==> config.mk <==
export PLATFORM = sky130hd
export DESIGN_NAME = dda_line_rasterizer
export DESIGN_NICKNAME = d
export VERILOG_FILES = /design/src/design/ddalr_pkg.sv /design/src/design/ddalr_div.sv /design/src/design/dda_line_rasterizer.sv
export VERILOG_INCLUDE_DIRS = /design/src /design/src/design
export SDC_FILE = /design/constraint.sdc
export NUM_CORES = 1
export LEC_CHECK = 0
export ABC_AREA = 0
export BUFFER_PORTS_ARGS = -buffer_cell sky130_fd_sc_hd__buf_2
export CORE_MARGIN = 5
export CORE_UTILIZATION = 35
export DETAILED_ROUTE_END_ITERATION = 16
export HOLD_SLACK_MARGIN = 0.08
export PLACE_DENSITY_LB_ADDON = 0.3
export SLEW_MARGIN = 20
export SYNTH_ARGS = -nofsm -noshare
export SYNTH_HDL_FRONTEND = slang
export SYNTH_SLANG_ARGS = --single-unit
==> constraint.sdc <==
create_clock -name clk -period 9.6 [get_ports clk]
set_input_delay 2.88 -clock clk [delete_from_list [all_inputs] [get_ports clk]]
set_output_delay 2.88 -clock clk [all_outputs]
set_load 0.005 [all_outputs]
==> src/design/dda_line_rasterizer_assert.svh <==
// Assertion macros shared by the rasterizer RTL.
// Both expect clk in scope; DDALR_ASSERT also expects rst_n.
`ifndef DDA_LINE_RASTERIZER_ASSERT_SVH
`define DDA_LINE_RASTERIZER_ASSERT_SVH

// Checked only out of reset.
`define DDALR_ASSERT(label, prop, msg) \
    label: assert property (@(posedge clk) disable iff (!rst_n) prop) else $error(msg);

// Checked at every edge, reset included.
`define DDALR_ASSERT_ALWAYS(label, prop, msg) \
    label: assert property (@(posedge clk) prop) else $error(msg);

`endif

==> src/design/ddalr_pkg.sv <==
// ----------------------------------------------------------------------------
// ddalr_pkg
// Types and constants shared by the DDA line rasterizer modules.
// ----------------------------------------------------------------------------
package ddalr_pkg;

    localparam int COORD_BITS_DEF = 11;
    localparam int FRAC_BITS_DEF  = 16;

    localparam int COLOR_W = 4;
    localparam logic [COLOR_W-1:0] COLOR_RESET = 4'd15;

    // index of the last extra pixel in thick mode
    localparam logic [1:0] THICK_LAST = 2'd3;
    localparam logic [1:0] THIN_LAST  = 2'd0;

    localparam logic OP_START   = 1'b0;
    localparam logic OP_ADVANCE = 1'b1;

    typedef enum logic [2:0] {
        ST_IDLE,
        ST_XGO,
        ST_XDIV,
        ST_YDIV,
        ST_EMIT
    } ddalr_state_t;

    typedef struct packed {
        logic busy;
        logic done;
    } ddalr_div_stat_t;

endpackage

==> src/design/ddalr_div.sv <==
// ----------------------------------------------------------------------------
// ddalr_div
// Restoring divider, one quotient bit per cycle:
// quot = (mag * 2^FRAC_BITS + divisor / 2) / divisor, with mag <= divisor.
// ----------------------------------------------------------------------------
`include "dda_line_rasterizer_assert.svh"

module ddalr_div
    import ddalr_pkg::*;
#(
    parameter int COORD_BITS = COORD_BITS_DEF,
    parameter int FRAC_BITS  = FRAC_BITS_DEF
)
(
    input  logic                  clk,
    input  logic                  rst_n,
    input  logic                  start,
    input  logic [COORD_BITS-1:0] mag,
    input  logic [COORD_BITS-1:0] divisor,
    output logic [FRAC_BITS:0]    quot,
    output ddalr_div_stat_t       stat
);

    localparam int NW = COORD_BITS + FRAC_BITS + 1;
    localparam int CW = $clog2(FRAC_BITS + 1);
    localparam logic [CW-1:0] CNT_LAST = CW'(FRAC_BITS);

    logic [NW-1:0]         num;
    logic [COORD_BITS-1:0] rem_reg, rem_next;
    logic [FRAC_BITS:0]    work_reg, work_next;
    logic [CW-1:0]         cnt_reg, cnt_next;
    logic                  busy_reg, busy_next;
    logic                  done_reg, done_next;
    logic [COORD_BITS:0]   trial;
    logic [COORD_BITS:0]   diff;
    logic                  ge;

    // numerator with the rounding half of the divisor folded in
    assign num   = {1'b0, mag, {FRAC_BITS{1'b0}}} + NW'(divisor >> 1);
    assign trial = {rem_reg, work_reg[FRAC_BITS]};
    assign diff  = trial - {1'b0, divisor};
    assign ge    = trial >= {1'b0, divisor};

    always_comb
    begin
        rem_next  = rem_reg;
        work_next = work_reg;
        cnt_next  = cnt_reg;
        busy_next = busy_reg;
        done_next = 1'b0;
        if (start)
        begin
            // top bits are already below the divisor, so F+1 steps suffice
            rem_next  = num[NW-1:FRAC_BITS+1];
            work_next = num[FRAC_BITS:0];
            cnt_next  = '0;
            busy_next = 1'b1;
        end
        else if (busy_reg)
        begin
            rem_next  = ge ? diff[COORD_BITS-1:0] : trial[COORD_BITS-1:0];
            work_next = {work_reg[FRAC_BITS-1:0], ge};
            cnt_next  = cnt_reg + 1'b1;
            if (cnt_reg == CNT_LAST)
            begin
                busy_next = 1'b0;
                done_next = 1'b1;
            end
        end
    end

    always_ff @(posedge clk or negedge rst_n)
    begin
        if (!rst_n)
        begin
            busy_reg <= 1'b0;
            done_reg <= 1'b0;
            cnt_reg  <= '0;
        end
        else
        begin
            busy_reg <= busy_next;
            done_reg <= done_next;
            cnt_reg  <= cnt_next;
        end
    end

    always_ff @(posedge clk)
    begin
        rem_reg  <= rem_next;
        work_reg <= work_next;
    end

    assign quot      = work_reg;
    assign stat.busy = busy_reg;
    assign stat.done = done_reg;

    `DDALR_ASSERT(a_start_busy, start |=> busy_reg, "divider did not go busy on start")
    `DDALR_ASSERT(a_done_idle, done_reg |-> !busy_reg, "divider done while still busy")
    `DDALR_ASSERT(a_last_done, (busy_reg && !start && cnt_reg == CNT_LAST) |=> done_reg,
        "divider missed done after last step")

endmodule

==> src/design/dda_line_rasterizer.sv <==
// ----------------------------------------------------------------------------
// dda_line_rasterizer
// DDA line rasterizer: start items set up a line, advance items emit pixels.
// ----------------------------------------------------------------------------
// One item at a time. For a start item, both increments go through one shared
// restoring divider that yields one quotient bit per cycle (FRAC_BITS+1 bits
// each), x first, then y: the item is accepted, the x division is launched,
// and each division ends with a done strobe. An advance item is accepted and
// then emits one pixel thin or four thick, each as the output takes it; an
// advance with no active line emits nothing. Pixel coordinates are the
// accumulators rounded to nearest; thick lines add x+1..x+3 on each row.
`include "dda_line_rasterizer_assert.svh"

module dda_line_rasterizer
    import ddalr_pkg::*;
#(
    parameter int COORD_BITS = COORD_BITS_DEF,
    parameter int FRAC_BITS  = FRAC_BITS_DEF
)
(
    input  logic                  clk,
    input  logic                  rst_n,
    input  logic                  cfg_we,
    input  logic [COLOR_W-1:0]    cfg_data,
    input  logic                  in_valid,
    output logic                  in_ready,
    input  logic                  op,
    input  logic [COORD_BITS-1:0] x_start,
    input  logic [COORD_BITS-1:0] y_start,
    input  logic [COORD_BITS-1:0] x_end,
    input  logic [COORD_BITS-1:0] y_end,
    input  logic                  thick,
    output logic                  out_valid,
    input  logic                  out_ready,
    output logic [COORD_BITS:0]   px,
    output logic [COORD_BITS-1:0] py,
    output logic [COLOR_W-1:0]    color,
    output logic                  run_last,
    output logic                  line_last
);

    localparam int AW = COORD_BITS + FRAC_BITS + 1;
    localparam int IW = FRAC_BITS + 2;

    ddalr_state_t state_reg, state_next;

    logic [COLOR_W-1:0]    color_reg, color_next;
    logic [COORD_BITS:0]   left_reg, left_next;
    logic                  thick_reg, thick_next;
    logic [1:0]            k_reg, k_next;
    logic signed [AW-1:0]  acc_x_reg, acc_x_next;
    logic signed [AW-1:0]  acc_y_reg, acc_y_next;
    logic signed [IW-1:0]  inc_x_reg, inc_x_next;
    logic signed [IW-1:0]  inc_y_reg, inc_y_next;
    logic [COORD_BITS-1:0] mag_x_reg, mag_x_next;
    logic [COORD_BITS-1:0] mag_y_reg, mag_y_next;
    logic                  neg_x_reg, neg_x_next;
    logic                  neg_y_reg, neg_y_next;
    logic [COORD_BITS-1:0] step_reg, step_next;

    logic                  in_acc;
    logic                  out_acc;
    logic                  neg_x, neg_y;
    logic [COORD_BITS-1:0] mag_x, mag_y;
    logic [1:0]            k_last;
    logic [COORD_BITS-1:0] cx, cy;

    logic                  div_start;
    logic [COORD_BITS-1:0] div_mag;
    logic [FRAC_BITS:0]    div_quot;
    ddalr_div_stat_t       div_stat;
    logic signed [IW-1:0]  inc_new;
    logic                  inc_neg;

    assign in_ready  = (state_reg == ST_IDLE);
    assign out_valid = (state_reg == ST_EMIT);
    assign in_acc    = in_valid && in_ready;
    assign out_acc   = out_valid && out_ready;

    assign neg_x = x_end < x_start;
    assign neg_y = y_end < y_start;
    assign mag_x = neg_x ? (x_start - x_end) : (x_end - x_start);
    assign mag_y = neg_y ? (y_start - y_end) : (y_end - y_start);

    // x divides on entry, y starts as soon as x is done
    assign div_start = (state_reg == ST_XGO) || (state_reg == ST_XDIV && div_stat.done);
    assign div_mag   = (state_reg == ST_XGO) ? mag_x_reg : mag_y_reg;
    assign inc_neg   = (state_reg == ST_XDIV) ? neg_x_reg : neg_y_reg;

    // zero-length line: force a zero increment
    always_comb
    begin
        if (step_reg == '0)
            inc_new = '0;
        else if (inc_neg)
            inc_new = -$signed({1'b0, div_quot});
        else
            inc_new = $signed({1'b0, div_quot});
    end

    ddalr_div #(
        .COORD_BITS (COORD_BITS),
        .FRAC_BITS  (FRAC_BITS)
    ) u_div (
        .clk     (clk),
        .rst_n   (rst_n),
        .start   (div_start),
        .mag     (div_mag),
        .divisor (step_reg),
        .quot    (div_quot),
        .stat    (div_stat)
    );

    assign k_last = thick_reg ? THICK_LAST : THIN_LAST;
    // clamp negative positions to zero
    assign cx = acc_x_reg[AW-1] ? '0 : acc_x_reg[AW-2:FRAC_BITS];
    assign cy = acc_y_reg[AW-1] ? '0 : acc_y_reg[AW-2:FRAC_BITS];

    assign px        = {1'b0, cx} + {{(COORD_BITS-1){1'b0}}, k_reg};
    assign py        = cy;
    assign color     = color_reg;
    assign run_last  = (k_reg == k_last);
    assign line_last = (left_reg == {{COORD_BITS{1'b0}}, 1'b1});

    always_comb
    begin
        state_next = state_reg;
        color_next = color_reg;
        left_next  = left_reg;
        thick_next = thick_reg;
        k_next     = k_reg;
        acc_x_next = acc_x_reg;
        acc_y_next = acc_y_reg;
        inc_x_next = inc_x_reg;
        inc_y_next = inc_y_reg;
        mag_x_next = mag_x_reg;
        mag_y_next = mag_y_reg;
        neg_x_next = neg_x_reg;
        neg_y_next = neg_y_reg;
        step_next  = step_reg;

        if (cfg_we)
            color_next = cfg_data;

        unique case (state_reg)
            ST_IDLE:
            begin
                if (in_acc)
                begin
                    if (op == OP_START)
                    begin
                        mag_x_next = mag_x;
                        mag_y_next = mag_y;
                        neg_x_next = neg_x;
                        neg_y_next = neg_y;
                        step_next  = (mag_x > mag_y) ? mag_x : mag_y;
                        left_next  = {1'b0, ((mag_x > mag_y) ? mag_x : mag_y)} + 1'b1;
                        thick_next = thick;
                        acc_x_next = $signed({1'b0, x_start, 1'b1, {(FRAC_BITS-1){1'b0}}});
                        acc_y_next = $signed({1'b0, y_start, 1'b1, {(FRAC_BITS-1){1'b0}}});
                        state_next = ST_XGO;
                    end
                    else if (left_reg != '0)
                    begin
                        k_next     = '0;
                        state_next = ST_EMIT;
                    end
                end
            end
            ST_XGO:
            begin
                state_next = ST_XDIV;
            end
            ST_XDIV:
            begin
                if (div_stat.done)
                begin
                    inc_x_next = inc_new;
                    state_next = ST_YDIV;
                end
            end
            ST_YDIV:
            begin
                if (div_stat.done)
                begin
                    inc_y_next = inc_new;
                    state_next = ST_IDLE;
                end
            end
            ST_EMIT:
            begin
                if (out_acc)
                begin
                    if (k_reg == k_last)
                    begin
                        left_next = left_reg - 1'b1;
                        // hold the end point once the line is done
                        if (!line_last)
                        begin
                            acc_x_next = acc_x_reg + AW'(inc_x_reg);
                            acc_y_next = acc_y_reg + AW'(inc_y_reg);
                        end
                        k_next     = '0;
                        state_next = ST_IDLE;
                    end
                    else
                    begin
                        k_next = k_reg + 1'b1;
                    end
                end
            end
            default:
            begin
                state_next = ST_IDLE;
            end
        endcase
    end

    always_ff @(posedge clk or negedge rst_n)
    begin
        if (!rst_n)
        begin
            state_reg <= ST_IDLE;
            color_reg <= COLOR_RESET;
            left_reg  <= '0;
            thick_reg <= 1'b0;
            k_reg     <= '0;
        end
        else
        begin
            state_reg <= state_next;
            color_reg <= color_next;
            left_reg  <= left_next;
            thick_reg <= thick_next;
            k_reg     <= k_next;
        end
    end

    always_ff @(posedge clk)
    begin
        acc_x_reg <= acc_x_next;
        acc_y_reg <= acc_y_next;
        inc_x_reg <= inc_x_next;
        inc_y_reg <= inc_y_next;
        mag_x_reg <= mag_x_next;
        mag_y_reg <= mag_y_next;
        neg_x_reg <= neg_x_next;
        neg_y_reg <= neg_y_next;
        step_reg  <= step_next;
    end

    `DDALR_ASSERT(a_one_side, !(in_ready && out_valid), "input and output open together")
    `DDALR_ASSERT(a_run_end, (out_acc && run_last) |=> in_ready,
        "block not ready after last pixel of an advance")
    `DDALR_ASSERT(a_emit_line, out_valid |-> (left_reg != '0), "pixel emitted with no active line")
    `DDALR_ASSERT(a_idle_div, in_ready |-> !div_stat.busy, "ready while divider still busy")

endmodule

---- After elaboration in Yosys (flattened, before gate mapping) ----
Cells that the tools add are included.
word-level totals
  register bits after elaboration ......... 184
  input bits .............................. 55
  output and inout bits ................... 31
operators by class
  add/subtract/negate cells ............... 14
  order comparisons ....................... 4
  equality and inequality tests ........... 17
  mux-type cells .......................... 54
  bitwise operators ....................... 1
  reduce and logical (&&, ||, !) cells .... 16
operators with widths
  operator                                               number
  2-to-1 mux 28 bit                                      10
  one-hot mux 28 bit (2 select lines)                    2
  2-to-1 mux 11 bit                                      9
  adder 28 x 18 -> 28 bit                                2
  subtractor 11 bit                                      5
  2-to-1 mux 12 bit                                      4
  2-to-1 mux 18 bit                                      2
  2-to-1 mux 17 bit                                      2
  adder 27 x 10 -> 28 bit                                1
  one-hot mux 12 bit (2 select lines)                    1
  < comparator 11 bit                                    2
  2-to-1 mux 3 bit                                       7
  negation 17 -> 18 bit                                  1
  one-hot mux 3 bit (5 select lines)                     1
  inequality test 2 x 1 -> 1 bit, second input constant  7
  adder 11 x 1 -> 12 bit, second input constant          1
  adder 11 x 2 -> 12 bit                                 1
  == test 12 x 1 -> 1 bit, second input constant         1
  greater-or-equal comparator 12 x 11 -> 1 bit           1
  2-to-1 mux 2 bit                                       6
  AND reduction 6 bit                                    2
  nonzero test 12 bit                                    1
  subtractor 12 x 1 -> 12 bit, second input constant     1
  > comparator 11 bit                                    1
  21 further kinds                                       35

---- Depth between registers and ports, before layout ----
  word-level depth ........................ 8
  mapped depth ............................ 27
  depth with buffers taken out ............ 24

---- By module ----
From an unflattened synthesis, not the netlist that was laid out.
second synthesis, totals
  cells, all modules ...................... 1461
  area, all modules ....................... 14056.0 µm²
by module, submodules not included
  module               instances  cells an instance  area each (µm²)  seq. area each (µm²)
  dda_line_rasterizer  1          1255               11768.8          4369.2
  ddalr_div            1          206                2287.2           1016.0

---- Least setup slack after synthesis ----
OpenSTA, ideal clock, no wires.
  path type ............................... input port to flip-flop
  from .................................... input y_start[0]
  to ...................................... register left_reg[8]
  arrival ................................. 7.468 ns
  required time ........................... 9.480 ns
  setup slack ............................. 2.012 ns
  cell stages on the path ................. 26
  buffers on the path ..................... 2
  path through ............................ inv_1 > ha_1 > inv_1 > fa_1 > a21o_1 > a221oi_1 > o21ai_0 > a2111oi_0 > o311ai_1 > xor2_1 > inv_1 > ha_1 > and4_1 > nand3_1 > a21oi_1 > nor3b_2 > or2_2 > buf_2 > buf_2 > nor2_1 > a21oi_1 > ha_1 > o211a_1 > and2_1 > a211o_1 > and3_1
between the ends
  cells in the longest elaborated chain, start to end .. 8
  elaborated cells between the ends (all ways) .. 10
RTL lines
  item                                                      RTL line                                              RTL
  from (decl)                                               dda_line_rasterizer.sv:29                             input logic [COORD_BITS-1:0] y_start,
  subtractor 11 bit or < comparator 11 bit (tied branches)  dda_line_rasterizer.sv:83, dda_line_rasterizer.sv:81
  2-to-1 mux 11 bit *                                       dda_line_rasterizer.sv:83                             assign mag_y = neg_y ? (y_start - y_end) : (y_end - y_start);
  via mag_y[10]                                             dda_line_rasterizer.sv:64                             logic [COORD_BITS-1:0] mag_x, mag_y;
  > comparator 11 bit *                                     dda_line_rasterizer.sv:157                            left_next = {1'b0, ((mag_x > mag_y) ? mag_x : mag_y)} + 1'b1;
  2-to-1 mux 11 bit *                                       dda_line_rasterizer.sv:157
  adder 11 x 1 -> 12 bit *                                  dda_line_rasterizer.sv:157
  2-to-1 mux 12 bit *                                       dda_line_rasterizer.sv:150                            if (op == OP_START)
  2-to-1 mux 12 bit *                                       dda_line_rasterizer.sv:148                            if (in_acc)
  one-hot mux 12 bit (2 select lines) *                     dda_line_rasterizer.sv:145                            unique case (state_reg)
  to (signal assigned)                                      dda_line_rasterizer.sv:233                            left_reg <= left_next;
  to (decl)                                                 dda_line_rasterizer.sv:48                             logic [COORD_BITS:0] left_reg, left_next;
The timed path passes the listed nets; every way through them passes the cells marked *. The select of a mux whose other input is x is not followed.
A chain may end at the register's enable or synchronous reset.

---- Worst setup path after layout ----
Ends and elaborated chain as after synthesis.

==> qor.tcl <==
set qor(vias_in_the_first_global_route) 10740
set qor(synth_area_leaders) {sky130_fd_sc_hd__edfxtp_1, sky130_fd_sc_hd__ha_1, sky130_fd_sc_hd__dfrtp_1}
set qor(core_region_area_sq_um) 38600
set qor(cts_max_level) 4
set qor(fin_setup_tns_ps) 0
set qor(max_capacitance_violation_count) 0
set qor(floorplan.die_area_sq_um) 43100
set qor(multi_input_area_sq_um) 7690
set qor(post_cts.repair.setup_buffers) 0
set qor(synth_async_sr_flop_share_pct) 15.8
set qor(netlist_cell_types) 83
set qor(fillers) 3820
set qor(top_layer_reached_by_signal_wires) {met5}
set qor(cts-resized-gates) 0
set qor(layout_worst_path_cycle_share_pct) 81.5
set qor(die_width_um) 208
set qor(antenna_violations_before_repair) 2
set qor(floorplan.die.height_um) 208
set qor(setup_slack_placement_ps) 1420
set qor(number_of_buffers_created_by_cts) 17
set qor(areaGrowthSynthToFinish_pct) 12.0
set qor(post_dp_cell_area_sq_um) 14700
set qor(postSynthCellCount) 1462
set qor(numPortBuffers) 85
set qor(seq_area_frac_synth_pct) 39.4
set qor(finish.instance_area_sq_um) 15300
set qor(area_fraction_of_the_dominant_cell_type_after_synthesis_pct) 34.1
set qor(average_routed_wire_per_standard_cell_um) 17.5
set qor(pin_count) 86
set qor(fmax_mhz) 128
set qor(post_route_cells_drive_above_1_share_pct) 11.2
set qor(synth-adder-area-share_pct) 12.7
set qor(globalplace.congestion) 0.910
set qor(final_nets) 1734
set qor(number_of_enable_type_register_cells_in_the_synthesized_netlist) 155
set qor(cp-end-kind) {flip-flop}
set qor(synth_xor_area_share_pct) 5.39
set qor(ant_nets) 0
set qor(power_per_cell_area_nw_per_um2) 201
set qor(grt_overflow) 0
set qor(grt_max_degree) 57
set qor(tightest_slew_ps) 959
set qor(yosys_most_used_dff) {sky130_fd_sc_hd__edfxtp_1}
set qor(grt_first_pass_wirelength_mm) 57.8
set qor(crit_fanout) 21
set qor(std_cell_rows) 72
set qor(max_slew_margin_vs_limit_pct) 35.9
set qor(max-vdd-ir-drop_uv) 167
set qor(rsz0062_at_grt) {no}
set qor(cts-root-to-sink-buffers) 2
set qor(utilization_pct) 39.6
set qor(detail_route.wirelength.met1_mm) 17.0
set qor(hpwlAfterDp_mm) 27.8
set qor(numClockSinks) 184
set qor(path_clk_slew_ps) 70
set qor(synth_compound_area_share_pct) 19.0
set qor(globalRouteTotalUtil_pct) 16.5
set qor(critical_path.max_stage_delay_ps) 460
set qor(vias) 11043
set qor(worst-setup-path-type) {in2reg}
set qor(synth_top_family_by_area) {compound AO/OA/AOI/OAI gates}
set qor(wl_mm) 36.3
set qor(hold_class) {reg2reg}
set qor(drt_pre_antenna_iters) 5
set qor(met3_wirelength_mm) 2.00
set qor(ys_ff_latch) 184
set qor(syn_nets) 1651
set qor(required_ps) 9920
set qor(wl_met2_mm) 16.2
set qor(synth-warning-count) 0
set qor(worst_clock_skew_ps) 16.4
set qor(yosysTopAreaCell) {sky130_fd_sc_hd__edfxtp_1}
set qor(dr.first_iter.drc_count) 708
set qor(detail_route.drc_violations) 0
set qor(cts_tree) {built}
set qor(hold_ws_ps) 531
set qor(initial_utilization_pct) 35.3
set qor(final_hold_viols) 0
set qor(critPathArrivalTime_ps) 8150
set qor(routed_via_density) 5.32
set qor(clock_insertion_delay_worst_skew_ps) 430
set qor(status) {finished clean}
set qor(final-setup-viol-count) 0
set qor(finalMaxSlewViolations) 0
set qor(timing.final.ws_setup_ps) 1770
set qor(post_synth_mux_area_share_pct) 1.59
set qor(cell_area_synth_sq_um) 13700
set qor(yosys.area_share.simple_pct) 17.3
set qor(clk_root_buffer_cell) {sky130_fd_sc_hd__clkbuf_16}
set qor(post-route-min-period_ps) 7830
set qor(cts_hold_repair.buffers) 0
set qor(critical_path.slowest_cell) {sky130_fd_sc_hd__a2111oi_0}
set qor(synthesis.area_per_instance_sq_um) 9.34
set qor(crit_path_start_kind) {input pin}
set qor(final-seq-area_sq_um) 5390
set qor(cellLeakagePower_nw) 6.38
## metal layers
| metal | up-vias | global-route usage (%) |
|---|---|---|
| li1 | 5463 | - |
| met1 | 5212 | 22.9 |
| met2 | 315 | 26.1 |
| met3 | 51 | 3.08 |
| met4 | 2 | 5.38 |
| met5 | - | 0 |
## Yosys cell counts, types with 7 or more instances
cell	instances
sky130_fd_sc_hd__inv_1	123
sky130_fd_sc_hd__mux2i_1	15
sky130_fd_sc_hd__a211oi_1	14
sky130_fd_sc_hd__a21oi_1	87
sky130_fd_sc_hd__or3_1	8
sky130_fd_sc_hd__o21ai_0	121
sky130_fd_sc_hd__o211ai_1	22
sky130_fd_sc_hd__nor2b_1	33
sky130_fd_sc_hd__xor2_1	38
sky130_fd_sc_hd__o21a_1	17
sky130_fd_sc_hd__ha_1	126
sky130_fd_sc_hd__o31ai_1	7
sky130_fd_sc_hd__nor4_1	15
sky130_fd_sc_hd__o21bai_1	11
sky130_fd_sc_hd__nor2_1	114
sky130_fd_sc_hd__nor3_1	24
sky130_fd_sc_hd__nand3_1	28
sky130_fd_sc_hd__a221oi_1	8
sky130_fd_sc_hd__or2_2	9
sky130_fd_sc_hd__nand2_1	141
sky130_fd_sc_hd__edfxtp_1	155
sky130_fd_sc_hd__nand4_1	10
sky130_fd_sc_hd__fa_1	8
sky130_fd_sc_hd__and3_1	23
sky130_fd_sc_hd__dfrtp_1	25
sky130_fd_sc_hd__o22ai_1	9
sky130_fd_sc_hd__xnor2_1	46
sky130_fd_sc_hd__nand2b_1	33
sky130_fd_sc_hd__clkbuf_1	24
sky130_fd_sc_hd__buf_2	8
sky130_fd_sc_hd__and2_1	12
sky130_fd_sc_hd__a211o_1	7
sky130_fd_sc_hd__a21o_1	32
## through the flow
| stage | power, mW | std cells |
|---|---|---|
| floorplan | 2.05 | 1462 |
| global placement | 2.37 | 2044 |
| detailed placement | 2.39 | 2044 |
| CTS | 3.10 | 2076 |
| global route | 3.29 | 2076 |
| finish | 3.08 | 2077 |
## cell type report
type	instances	area share, %
tap	518	4.24
multi-input combinational	1118	50.3
clock buffer	17	2.78
clock inverter	15	0.892
inverter	124	3.04
timing repair buffer	100	3.52
sequential	184	35.2
antenna	1	0.0164
## power by group
part	leakage [nW]	total, mW	switching [mW]	internal, mW
combinational	4.35	1.17	0.706	0.462
sequential	1.76	1.22	0.130	1.09
clock	0.268	0.692	0.348	0.343
total	6.38	3.08	1.18	1.90
## path summary, 6_finish.rpt
path	slack (ps)	endpoint	startpoint	depth (start not counted)
worst min register to register	530	u_div.quot[16]$_DFFE_PP_	mag_x_reg[0]$_DFFE_PP_	2
max in group asynchronous	6600	left_reg[5]$_DFFE_PN0P_	rst_n	1
worst max register to register	5890	acc_y_reg[26]$_DFFE_PP_	acc_y_reg[0]$_SDFFCE_PN0P_	13
min in group asynchronous	2510	u_div.cnt_reg[1]$_DFFE_PN0P_	rst_n	1
worst min-delay path	530	u_div.quot[16]$_DFFE_PP_	mag_x_reg[0]$_DFFE_PP_	2
worst max-delay path	1770	left_reg[8]$_DFFE_PN0P_	y_start[0]	25
## worst max-delay path: cells and delay by family
kind                     cells  cell delay, ps
adder cells (fa/ha/maj)      4            1100
buffers and inverters        4             300
XOR/XNOR                     1             260
AO/OA/AOI/OAI                8            2070
AND/OR/NAND/NOR              8            1540
## cells by family (layout without fill, tap and decap cells)
group,count (synthesis),after routing
AO/OA/AOI/OAI,401,401
XOR/XNOR,84,84
adder cells (fa/ha/maj),134,134
buffers and inverters,160,256
flip-flops,184,184
multiplexers,21,21
other,0,1
AND/OR/NAND/NOR,478,478
## cells in the final DEF (no fill, tap or decap), drive strengths merged, types with 8 or more instances in the layout
| master | count |
|---|---|
| nand2 | 141 |
| nand2b | 33 |
| clkbuf | 17 |
| o21bai | 11 |
| fa | 8 |
| o211ai | 22 |
| mux2i | 15 |
| o21a | 17 |
| ha | 126 |
| o22ai | 9 |
| nor2 | 115 |
| o21ai | 124 |
| edfxtp | 155 |
| a21o | 32 |
| dfrtp | 25 |
| a21oi | 88 |
| nor2b | 33 |
| or2 | 12 |
| and2 | 12 |
| xor2 | 38 |
| and3 | 24 |
| nor3 | 25 |
| nor4 | 15 |
| inv | 131 |
| or3 | 8 |
| nand3 | 28 |
| a211oi | 14 |
| a221oi | 8 |
| buf | 100 |
| xnor2 | 46 |
| nand4 | 10 |
Note: power is estimated with default switching activity, not from simulation.
